===== src/rtl/core/bwlp_pkg.sv =====
// Shared types, formats and filter constants for the 4-pole low-pass filter.
package bwlp_pkg;

    // Field and history formats
    localparam int JOINT_W    = 5;
    localparam int MAX_JOINTS = 2 ** JOINT_W;
    localparam int HIST_LEN   = 4;
    localparam int SAMPLE_W   = 32;
    localparam int Y_W        = 48;
    localparam int FF_W       = 36;
    localparam int INV_W      = 28;
    localparam int COEF_W     = 33;
    localparam int TERM_W     = 52;

    // 1/GAIN in Q48, rounded to nearest
    localparam logic [63:0] INV_GAIN_WIDE =
        (64'd281474976710656000 + 64'd556491607) / 64'd1112983215;
    localparam logic [INV_W-1:0] INV_GAIN_Q48 = INV_GAIN_WIDE[INV_W-1:0];

    // Feedback coefficient magnitudes in Q30, rounded to nearest
    localparam logic [63:0] A0_WIDE =
        (64'd8485559993 * 64'd1048576 + 64'd4882812) / 64'd9765625;
    localparam logic [63:0] A1_WIDE =
        (64'd35335352195 * 64'd1048576 + 64'd4882812) / 64'd9765625;
    localparam logic [63:0] A2_WIDE =
        (64'd55208191366 * 64'd1048576 + 64'd4882812) / 64'd9765625;
    localparam logic [63:0] A3_WIDE =
        (64'd38358255406 * 64'd1048576 + 64'd4882812) / 64'd9765625;

    typedef logic signed [SAMPLE_W-1:0] sample_t;
    typedef logic signed [Y_W-1:0]      yval_t;
    typedef logic signed [TERM_W-1:0]   term_t;

    // One channel's history; index 0 is the oldest entry
    typedef struct packed {
        sample_t [HIST_LEN-1:0] x;
        yval_t   [HIST_LEN-1:0] y;
    } hist_row_t;

    // Coefficient magnitude for feedback tap (tap 0 weights the oldest output)
    function automatic logic [COEF_W-1:0] coef_mag(input logic [1:0] tap);
        logic [COEF_W-1:0] m;
        unique case (tap)
            2'd0:    m = A0_WIDE[COEF_W-1:0];
            2'd1:    m = A1_WIDE[COEF_W-1:0];
            2'd2:    m = A2_WIDE[COEF_W-1:0];
            default: m = A3_WIDE[COEF_W-1:0];
        endcase
        return m;
    endfunction

    // Coefficient sign: taps 0 and 2 are negative
    function automatic logic coef_neg(input logic [1:0] tap);
        return ~tap[0];
    endfunction

endpackage


===== src/rtl/core/bwlp_ff_term.sv =====
// Feedforward term: tap sum times 1/GAIN, rounded to Q32, two register stages.
module bwlp_ff_term (
    input  logic                                clk,
    input  logic                                en,
    input  logic signed [bwlp_pkg::FF_W-1:0]    ff,
    output bwlp_pkg::term_t                     term
);

    localparam int HALF_W = bwlp_pkg::FF_W / 2;
    localparam int PROD_W = HALF_W + bwlp_pkg::INV_W;

    logic [bwlp_pkg::FF_W-1:0] mag;
    logic [PROD_W-1:0]         prod_hi_reg;
    logic [PROD_W-1:0]         prod_lo_reg;
    logic                      neg_reg;
    logic [63:0]               prod;
    logic [63:0]               prod_rnd;
    bwlp_pkg::term_t           r_ext;
    bwlp_pkg::term_t           term_next;
    bwlp_pkg::term_t           term_reg;

    // Stage A: magnitude split into halves, partial products
    assign mag = ff[bwlp_pkg::FF_W-1] ? bwlp_pkg::FF_W'(-ff) : bwlp_pkg::FF_W'(ff);

    always_ff @(posedge clk)
    begin
        if (en)
        begin
            prod_hi_reg <= mag[bwlp_pkg::FF_W-1:HALF_W] * bwlp_pkg::INV_GAIN_Q48;
            prod_lo_reg <= mag[HALF_W-1:0] * bwlp_pkg::INV_GAIN_Q48;
            neg_reg     <= ff[bwlp_pkg::FF_W-1];
        end
    end

    // Stage B: recombine, round half away from zero to 32 fraction bits
    always_comb
    begin
        prod      = 64'({prod_hi_reg, {HALF_W{1'b0}}}) + 64'(prod_lo_reg);
        prod_rnd  = prod + 64'h0000_0000_8000_0000;
        r_ext     = bwlp_pkg::TERM_W'(prod_rnd[63:32]);
        term_next = neg_reg ? -r_ext : r_ext;
    end

    always_ff @(posedge clk)
    begin
        if (en)
        begin
            term_reg <= term_next;
        end
    end

    assign term = term_reg;

endmodule


===== config.mk =====
export PLATFORM = sky130hd
export DESIGN_NAME = bwlp_ff_term
export DESIGN_NICKNAME = d
export VERILOG_FILES = /design/src/rtl/core/bwlp_pkg.sv /design/src/rtl/core/bwlp_ff_term.sv
export SDC_FILE = /design/constraint.sdc
export NUM_CORES = 1
export LEC_CHECK = 0
export ABC_CLOCK_PERIOD_IN_PS = 15300
export BUFFER_PORTS_ARGS = -buffer_cell sky130_fd_sc_hd__buf_4
export CORE_MARGIN = 3
export CORE_UTILIZATION = 30
export CTS_CLUSTER_DIAMETER = 30
export CTS_CLUSTER_SIZE = 12
export DETAILED_ROUTE_END_ITERATION = 8
export MAX_ROUTING_LAYER = met4
export SLEW_MARGIN = 5
export SYNTH_ARGS = -nofsm -noshare
export SYNTH_HDL_FRONTEND = slang
export SYNTH_SLANG_ARGS = --single-unit

===== constraint.sdc =====
create_clock -name clk -period 15.3 [get_ports clk]
set_input_delay 3.06 -clock clk [delete_from_list [all_inputs] [get_ports clk]]
set_output_delay 3.06 -clock clk [all_outputs]
set_load 0.02 [all_outputs]

==> impl_metrics.env <==
export IMPL_status="complete, no violations"
export IMPL_rsz0062_at_grt="false"
export IMPL_ctsResizeCount=0
export IMPL_tightest_slew_ns=1.204
export IMPL_dpl_hpwl_um=53820
export IMPL_finalHoldViolations=0
export IMPL_synth_cell_types=90
export IMPL_die_area_um2=85560
export IMPL_ys_warnings_count=0
export IMPL_clk_latency_ns=0.44
export IMPL_grt_max_degree=68
export IMPL_path_common_cell="fa_1"
export IMPL_first_pass_iters=7
export IMPL_path_max_fanout=7
export IMPL_viasPerCell=4.486
export IMPL_die_h_um=292.5
export IMPL_htreeDepth=4
export IMPL_ant_nets=0
export IMPL_cts_made_buffers=17
export IMPL_ctsRootBufferMaster="clkbuf_16"
export IMPL_start_util_pct=30.43
export IMPL_grt_use_total_pct=15.01
export IMPL_slew_violations=0
export IMPL_synth_area_per_cell_um2=10.33
export IMPL_cpPeakStageDelay_ns=0.62
export IMPL_setup_viol=0
export IMPL_largest_reg_flops=51
export IMPL_fin_crit_sh_pct=81.77
export IMPL_area_delta_synth_final_pct=10.43
export IMPL_ys_top_cells_by_area="fa_1, ha_1, edfxtp_1"
export IMPL_highest_layer="met4"
export IMPL_max_freq_mhz=79.94
export IMPL_synthCells=2384
export IMPL_gp_congestion=0.9586
export IMPL_synth_async_reset_ratio_pct=0
export IMPL_wl_met1_um=29420
export IMPL_worstSetupPathType="in2reg"
export IMPL_drc=0
export IMPL_postCtsHoldBufs=0
export IMPL_setup_tns_ns=0
export IMPL_overflow=0
export IMPL_crit_path_start_kind="primary input"
export IMPL_via_count=15940
export IMPL_antenna_found_initial=0
export IMPL_syn_area_um2=24630
export IMPL_cp_data_required_time_ns=15.48
export IMPL_first_global_vias=16770
export IMPL_path_clk_slew_ns=0.07
export IMPL_clock_skew_ns=0.01834
export IMPL_min_path_type="reg2reg"
export IMPL_wl_met2_um=26440
export IMPL_synth_ff_type="edfxtp_1"
export IMPL_synth_nets=3218
export IMPL_yosysSeqAreaShare_pct=15.36
export IMPL_crit_path_end_kind="register"
export IMPL_clkSinkCount=126
export IMPL_routed_wl_met3_um=3987
export IMPL_cts_tree="done"
export IMPL_post_route_min_period_ns=12.51
export IMPL_wl_per_cell_um=17.03
export IMPL_max_cap_viol_count=0
export IMPL_relSlewSlack_pct=19.19
export IMPL_fillCellCount=8331
export IMPL_cts_setup_buffers=0
export IMPL_num_rows=104
export IMPL_yosys_area_top_type="fa_1"
export IMPL_drt_iter0_drc=831
export IMPL_fin_nets=3313
export IMPL_port_buffers=89
export IMPL_wl_um=60510
export IMPL_synth_edf_count=126
export IMPL_netlist_area_leader_share_pct=34.63
export IMPL_core_um2=80940
export IMPL_fp_dieW_um=292.5
export IMPL_grt_pass1_wl_um=95700
export IMPL_boundaryPins=90
export IMPL_clockBufferDepth=2
export IMPL_ys_ff_latch=126
export IMPL_slowest_stage="or4_1"
export IMPL_drive_gt1_share_pct=6.942
export IMPL_cp_arrival_ns=12.69
## kinds of logic (layout without fill, tap and decap cells)
group | Yosys count | count (layout) | synth area share, %
AOI/OAI and AO/OA | 294 | 294 | 8.231
xor gates and xnor gates | 147 | 147 | 5.228
adders and majority gates | 796 | 796 | 53.43
buffers and inverters | 692 | 800 | 10.66
DFF | 126 | 126 | 15.36
muxes | 2 | 2 | 0.08637
other | 0 | 1 | 0
and+or+nand+nor | 327 | 327 | 7.001
## cell usage in the layout, fill, tap and decap left out, drive strengths merged, types with 26 or more instances in the layout
cell type  netlist  layout
nand2           77      77
a21o            38      38
buf              7     101
nor2            82      82
inv            667     675
nand3           26      26
a21oi           87      87
o21ai           58      58
fa             426     426
xor2            40      40
edfxtp         126     126
ha             370     370
xnor2          107     107
## path summary, 6_finish.rpt
check	from	to	slack (ns)	depth (start not counted)
setup / recovery	ff[5]	prod_hi_reg[44]	2.79	32
hold / removal	prod_hi_reg[33]	term[19]	0.63	1
setup reg to reg	prod_hi_reg[5]	term[44]	10.29	16
hold reg to reg	prod_hi_reg[33]	term[19]	0.63	1
## cells in the mapped netlist, drive strengths merged, types with 4 or more instances
cell and instances:
a21o 38, or3 13, o211ai 7, o21a 17, o31ai 15, a31o 4, and3 14, o21ai 58
a31oi 5, nand2b 17, nor3 17, ha 370, nor2 82, and2 11, nand2 77, or4 7
clkbuf 18, edfxtp 126, nor2b 17, and4 6, fa 426, inv 667, nand3 26, a211oi 10
nand4 14, nor4 9, o41ai 7, xnor2 107, o21bai 10, or2 6, buf 7, a21oi 87
xor2 40, o31a 4
## worst max-delay path, delay by kind of cell
kind            cells  cell delay [ns]
compound gates     10             2.46
simple gates        8             2.42
fa+ha+maj           7             3.55
xor+xnor            2             0.47
buf+inv             5             0.72
## stage by stage
stage                     setup WS (ns)  util (%)  instances  instance area, µm²  hold WS [ns]
after floorplan                   3.447         -       2384               24630        0.5953
final                             2.790     33.60       3553               27190        0.6332
after detailed placement          2.294     32.85       3520               26590        0.6402
after CTS                         2.776     33.60       3552               27190        0.6367
after global routing              2.087     33.60       3552               27190        0.6800
after global placement            2.443     32.85       3520               26590        0.6400
## metal layers
layer  GRT usage [%]  vias up
li1                -     7765
met1           20.85     7804
met2           22.69      336
met3           3.533       32
met4           2.459        0
met5               -        -
## cell type report
cell class	count	area, µm²	area share, %
sequential	126	3784	13.91
clock inverter	15	177.7	0.6533
tap	1060	1326	4.877
antenna	1	2.502	0.009202
inverter	667	2504	9.206
multi-input combinational	1566	18220	66.99
clock buffer	17	425.4	1.564
timing repair buffer	101	758.2	2.788
Power is not shown: default switching activity piles up to over one toggle a cycle in this logic, so the estimate is an artifact.
