## config.mk

```make
export PLATFORM = sky130hd
export DESIGN_NAME = bwlp_fb_term
export DESIGN_NICKNAME = d
export VERILOG_FILES = /design/src/rtl/core/bwlp_pkg.sv /design/src/rtl/core/bwlp_fb_term.sv
export SDC_FILE = /design/constraint.sdc
export NUM_CORES = 2
export LEC_CHECK = 0
export BUFFER_PORTS_ARGS = -buffer_cell sky130_fd_sc_hd__buf_2
export CORE_ASPECT_RATIO = 1.1
export CORE_MARGIN = 1
export CORE_UTILIZATION = 50
export CTS_BUF_LIST = sky130_fd_sc_hd__clkbuf_16
export DETAILED_ROUTE_END_ITERATION = 12
export HOLD_SLACK_MARGIN = 0.08
export PLACE_DENSITY = 0.69
export REMOVE_ABC_BUFFERS = 1
export SETUP_SLACK_MARGIN = 0.4
export SYNTH_ARGS = -nofsm -noshare
export SYNTH_HDL_FRONTEND = slang
export SYNTH_SLANG_ARGS = --single-unit
```

## constraint.sdc

```tcl
create_clock -name clk -period 12.5 [get_ports clk]
set_clock_uncertainty 0.15 [all_clocks]
set_input_delay 0.625 -clock clk [delete_from_list [all_inputs] [get_ports clk]]
set_output_delay 0.625 -clock clk [all_outputs]
set_load 0.02 [all_outputs]
```

## src/rtl/core/bwlp_pkg.sv

```systemverilog
// Shared types, formats and filter constants for the 4-pole low-pass filter.
package bwlp_pkg;

    // Field and history formats
    localparam int JOINT_W    = 5;
    localparam int MAX_JOINTS = 2 ** JOINT_W;
    localparam int HIST_LEN   = 4;
    localparam int SAMPLE_W   = 32;
    localparam int Y_W        = 48;
    localparam int FF_W       = 36;
    localparam int INV_W      = 28;
    localparam int COEF_W     = 33;
    localparam int TERM_W     = 52;

    // 1/GAIN in Q48, rounded to nearest
    localparam logic [63:0] INV_GAIN_WIDE =
        (64'd281474976710656000 + 64'd556491607) / 64'd1112983215;
    localparam logic [INV_W-1:0] INV_GAIN_Q48 = INV_GAIN_WIDE[INV_W-1:0];

    // Feedback coefficient magnitudes in Q30, rounded to nearest
    localparam logic [63:0] A0_WIDE =
        (64'd8485559993 * 64'd1048576 + 64'd4882812) / 64'd9765625;
    localparam logic [63:0] A1_WIDE =
        (64'd35335352195 * 64'd1048576 + 64'd4882812) / 64'd9765625;
    localparam logic [63:0] A2_WIDE =
        (64'd55208191366 * 64'd1048576 + 64'd4882812) / 64'd9765625;
    localparam logic [63:0] A3_WIDE =
        (64'd38358255406 * 64'd1048576 + 64'd4882812) / 64'd9765625;

    typedef logic signed [SAMPLE_W-1:0] sample_t;
    typedef logic signed [Y_W-1:0]      yval_t;
    typedef logic signed [TERM_W-1:0]   term_t;

    // One channel's history; index 0 is the oldest entry
    typedef struct packed {
        sample_t [HIST_LEN-1:0] x;
        yval_t   [HIST_LEN-1:0] y;
    } hist_row_t;

    // Coefficient magnitude for feedback tap (tap 0 weights the oldest output)
    function automatic logic [COEF_W-1:0] coef_mag(input logic [1:0] tap);
        logic [COEF_W-1:0] m;
        unique case (tap)
            2'd0:    m = A0_WIDE[COEF_W-1:0];
            2'd1:    m = A1_WIDE[COEF_W-1:0];
            2'd2:    m = A2_WIDE[COEF_W-1:0];
            default: m = A3_WIDE[COEF_W-1:0];
        endcase
        return m;
    endfunction

    // Coefficient sign: taps 0 and 2 are negative
    function automatic logic coef_neg(input logic [1:0] tap);
        return ~tap[0];
    endfunction

endpackage

```

## src/rtl/core/bwlp_fb_term.sv

```systemverilog
// Feedback term: output history times a Q30 coefficient, two register stages.
module bwlp_fb_term (
    input  logic                               clk,
    input  logic                               en,
    input  bwlp_pkg::yval_t                    y,
    input  logic [bwlp_pkg::COEF_W-1:0]        coef_mag,
    input  logic                               coef_neg,
    output bwlp_pkg::term_t                    term
);

    localparam int HALF_W = bwlp_pkg::Y_W / 2;
    localparam int PROD_W = HALF_W + bwlp_pkg::COEF_W;
    localparam int FULL_W = PROD_W + HALF_W;
    localparam int RES_W  = FULL_W - 30;

    logic [bwlp_pkg::Y_W-1:0] mag;
    logic [PROD_W-1:0]        prod_hi_reg;
    logic [PROD_W-1:0]        prod_lo_reg;
    logic                     neg_reg;
    logic [FULL_W-1:0]        full;
    logic [RES_W-1:0]         r;
    bwlp_pkg::term_t          r_ext;
    bwlp_pkg::term_t          term_next;
    bwlp_pkg::term_t          term_reg;

    // Stage A: magnitude split into 24-bit halves, partial products
    assign mag = y[bwlp_pkg::Y_W-1] ? bwlp_pkg::Y_W'(-y) : bwlp_pkg::Y_W'(y);

    always_ff @(posedge clk)
    begin
        if (en)
        begin
            prod_hi_reg <= mag[bwlp_pkg::Y_W-1:HALF_W] * coef_mag;
            prod_lo_reg <= mag[HALF_W-1:0] * coef_mag;
            neg_reg     <= y[bwlp_pkg::Y_W-1] ^ coef_neg;
        end
    end

    // Stage B: recombine, round half away from zero, drop 30 fraction bits
    always_comb
    begin
        full      = {prod_hi_reg, {HALF_W{1'b0}}} + FULL_W'(prod_lo_reg)
                    + (FULL_W'(1) << 29);
        r         = full[FULL_W-1:30];
        r_ext     = bwlp_pkg::TERM_W'(r);
        term_next = neg_reg ? -r_ext : r_ext;
    end

    always_ff @(posedge clk)
    begin
        if (en)
        begin
            term_reg <= term_next;
        end
    end

    assign term = term_reg;

endmodule

```

==> impl_metrics.csv <==
group,metric,value,unit
outcome,outcome,"completed",
worst_setup_path,startpoint,"y[4]",
cells_and_area,largest_reg_flops,57,
drt,route.detailed.drc,0,
floorplan,die_width,327,µm
floorplan,coreArea,0.115,mm²
clocking,ctsHoldBuffers,0,
clocking,postCtsSetupRepairBufs,0,
clocking,cts_tree,"yes",
worst_setup_path,critPathLaunchType,"input pin",
timing,setup_tns,0,ns
clocking,cts_sinks,143,
job,drv_cap,0,
worst_setup_path,end_kind,"flop",
floorplan,io_pins,136,
worst_setup_path,critPathBufInv,7,
place,io_buffers,135,
timing,rsz0062_at_grt,"no",
place,place_congestion,0.968,
timing,fmax,87.8,MHz
drt,met1_length,61000,µm
floorplan,dieArea,0.118,mm²
drt,vias,43700,
synth,yosys.area.top_type,"fa_1",
drt,viasPerCell,5.53,
synth,ys_types,71,
synth,yosys_register_bits,143,
clocking,clockRootBuffer,"clkbuf_16",
clocking,cts.reportedPaths.clkPinSlew,0.07,ns
floorplan,num_rows,130,
global_routing,antenna_found_initial,16,
worst_setup_path,crit_path_frequent_cell,"fa_1",
drt,post_drt_wl_per_cell,20.7,µm
hold_path,hold_start,"coef_neg",
worst_setup_path,r2r_slack,6.24,ns
worst_setup_path,critPathMaxFanout,33,
place,dp_hpwl,132000,µm
synth,syn_area_per_cell,9.08,µm²
synth,syn-cell-area,0.0582,mm²
place,dp_cells,7854,
synth,synth_commonest_cells,"1491 x inv_1, 1359 x fa_1, 1042 x nand2_1",
clocking,htreeDepth,4,
synth,synth.most_common_cell,"inv_1",
cells_and_area,utilization,0.536,
clocking,cts_buffers,17,
global_routing,grt_pass1_wl,260000,µm
worst_setup_path,rr_startpoint,"prod_hi_reg[7]$_DFFE_PP_",
cells_and_area,area_growth,5.68,%
global_routing,grt_pass1_vias,46400,
place,preCtsSetupSlack,0.877,ns
cells_and_area,nFillCells,10500,
worst_setup_path,crit_family,"adder cells",
timing,tightest_slew,1.12,ns
cells_and_area,nets,8226,
timing,setup_viol_count_final,0,
synth,synth_edf_count,143,
worst_setup_path,critical_path_class,"input pin to flop",
synth,synth_async_sr_flop_share,0,
worst_setup_path,slowest_stage,"o41ai_1",
worst_setup_path,critPathArrivalTime,11.47,ns
clocking,clk_latency,0.49,ns
cells_and_area,finalNonFillerCells,7893,
synth,synth_top_area_share,0.467,
timing,period_needed,11.39,ns
worst_setup_path,r2r_cells,14,
drt,routed_wl,163000,µm
synth,ys_seq_area_frac,0.0737,
synth,synth_cells,6414,
global_routing,grt_max_degree,91,
drt,dr.pass1.iters,6,
floorplan,chipHeight,360,µm
cells_and_area,drive_gt1_frac,0.0573,
drt,dr_wl_met3,14000,µm
synth,ys.flop_type,"edfxtp_1",
timing,max_slew_margin,0.244,
synth,synth_area_leaders,"fa_1 47%, inv_1 9.6%, ha_1 9.2%, edfxtp_1 7.4%, nand2_1 6.7%",
timing,timing.final.crit_share,0.911,
floorplan,start_util,0.507,
global_routing,grt_remaining_overflow,0,
worst_setup_path,timing.rr.end,"term[48]$_DFFE_PP_",
synth,yosys_warnings,0,
global_routing,grt_usage,0.287,
drt,antenna_left,0,
timing,worst_slack,1.11,ns
clocking,cts.path.max_buffers,2,
drt,highest_layer,"met5",
worst_setup_path,critPathRequiredTime,12.58,ns
timing,final_max_slew_viol_count,0,
drt,drt_iter0_drc,3206,
worst_setup_path,slowest_delay,0.79,ns
timing,hold_viol,0,
drt,wl_met2,78400,µm
hold_path,min_to,"neg_reg$_DFFE_PP_",
hold_path,worstHoldPathType,"input pin to flop",
clocking,cts_resized,0,
hold_path,hold_path_depth,2,
[placed cells by master (no fill, tap or decap), types with 15 or more instances in the layout]
cell	Yosys	layout
nor2_1	88	87
xor2_1	60	52
nand3_1	31	31
ha_1	428	428
or3_1	17	17
xnor2_2	0	35
clkbuf_16	0	17
edfxtp_1	143	143
nand4_1	31	31
o21a_1	18	18
fa_1	1359	1359
o21ai_0	89	89
nor2b_1	164	164
nor3_1	26	26
o21bai_1	24	24
and2_1	480	480
xnor2_1	152	115
nand2b_1	25	25
a21oi_1	116	116
nand2_1	1042	1042
nor4_1	15	15
inv_1	1491	1491
o31ai_1	21	21
buf_2	0	134
a21o_1	69	69
buf_4	0	123
and3_1	19	19
[per-stage QoR]
step           instance area (µm²)  hold WS, ns
3_3_place_gp                 60900        0.455
5_1_grt                      61500        0.309
4_1_cts                      61500        0.282
3_5_place_dp                 60900        0.453
2_1_floorplan                57000        0.416
6_report                     61600        0.310
[how the worst max path moves through the flow]
stage,end,slack [ns],cells past startpoint
finish,prod_hi_reg[56]$_DFFE_PP_,1.11,35
global route,prod_hi_reg[53]$_DFFE_PP_,0.69,35
CTS,prod_hi_reg[53]$_DFFE_PP_,1.36,35
detailed placement,prod_hi_reg[53]$_DFFE_PP_,0.88,35
global placement,prod_hi_reg[56]$_DFFE_PP_,1.05,35
floorplan,prod_hi_reg[53]$_DFFE_PP_,1.88,32
[cell families (layout without fill, tap and decap cells)]
| kind of cell | count (synthesis) | in the layout | synth area share |
|---|---|---|---|
| xor+xnor | 212 | 212 | 0.0319 |
| simple gates | 1990 | 1990 | 0.166 |
| buf+inv | 1831 | 1785 | 0.118 |
| mux | 3 | 3 | 0.000516 |
| flops | 143 | 143 | 0.0737 |
| compound gates | 448 | 448 | 0.0509 |
| fa+ha+maj | 1787 | 1787 | 0.559 |
| other cells | 0 | 7 | 0 |
[cell type report]
class	instances	area, µm²	area share
Tap cell	1518	1900	0.0309
Timing Repair Buffer	262	1690	0.0274
Multi-Input combinational cell	4440	47500	0.771
Clock inverter	15	176	0.00287
Inverter	1491	5600	0.0909
Sequential cell	143	4290	0.0698
Antenna cell	7	17.5	0.000285
Clock buffer	17	425	0.00691
[routing by layer]
layer / up-vias / track usage
met5: - / 0
met4: 18 / 0.147
met3: 437 / 0.0613
met2: 1885 / 0.469
met1: 22500 / 0.359
li1: 18800 / -
Power is left out: the tool's default activity adds up to more than one toggle a clock period on the data nets, which glitch-free logic cannot reach.
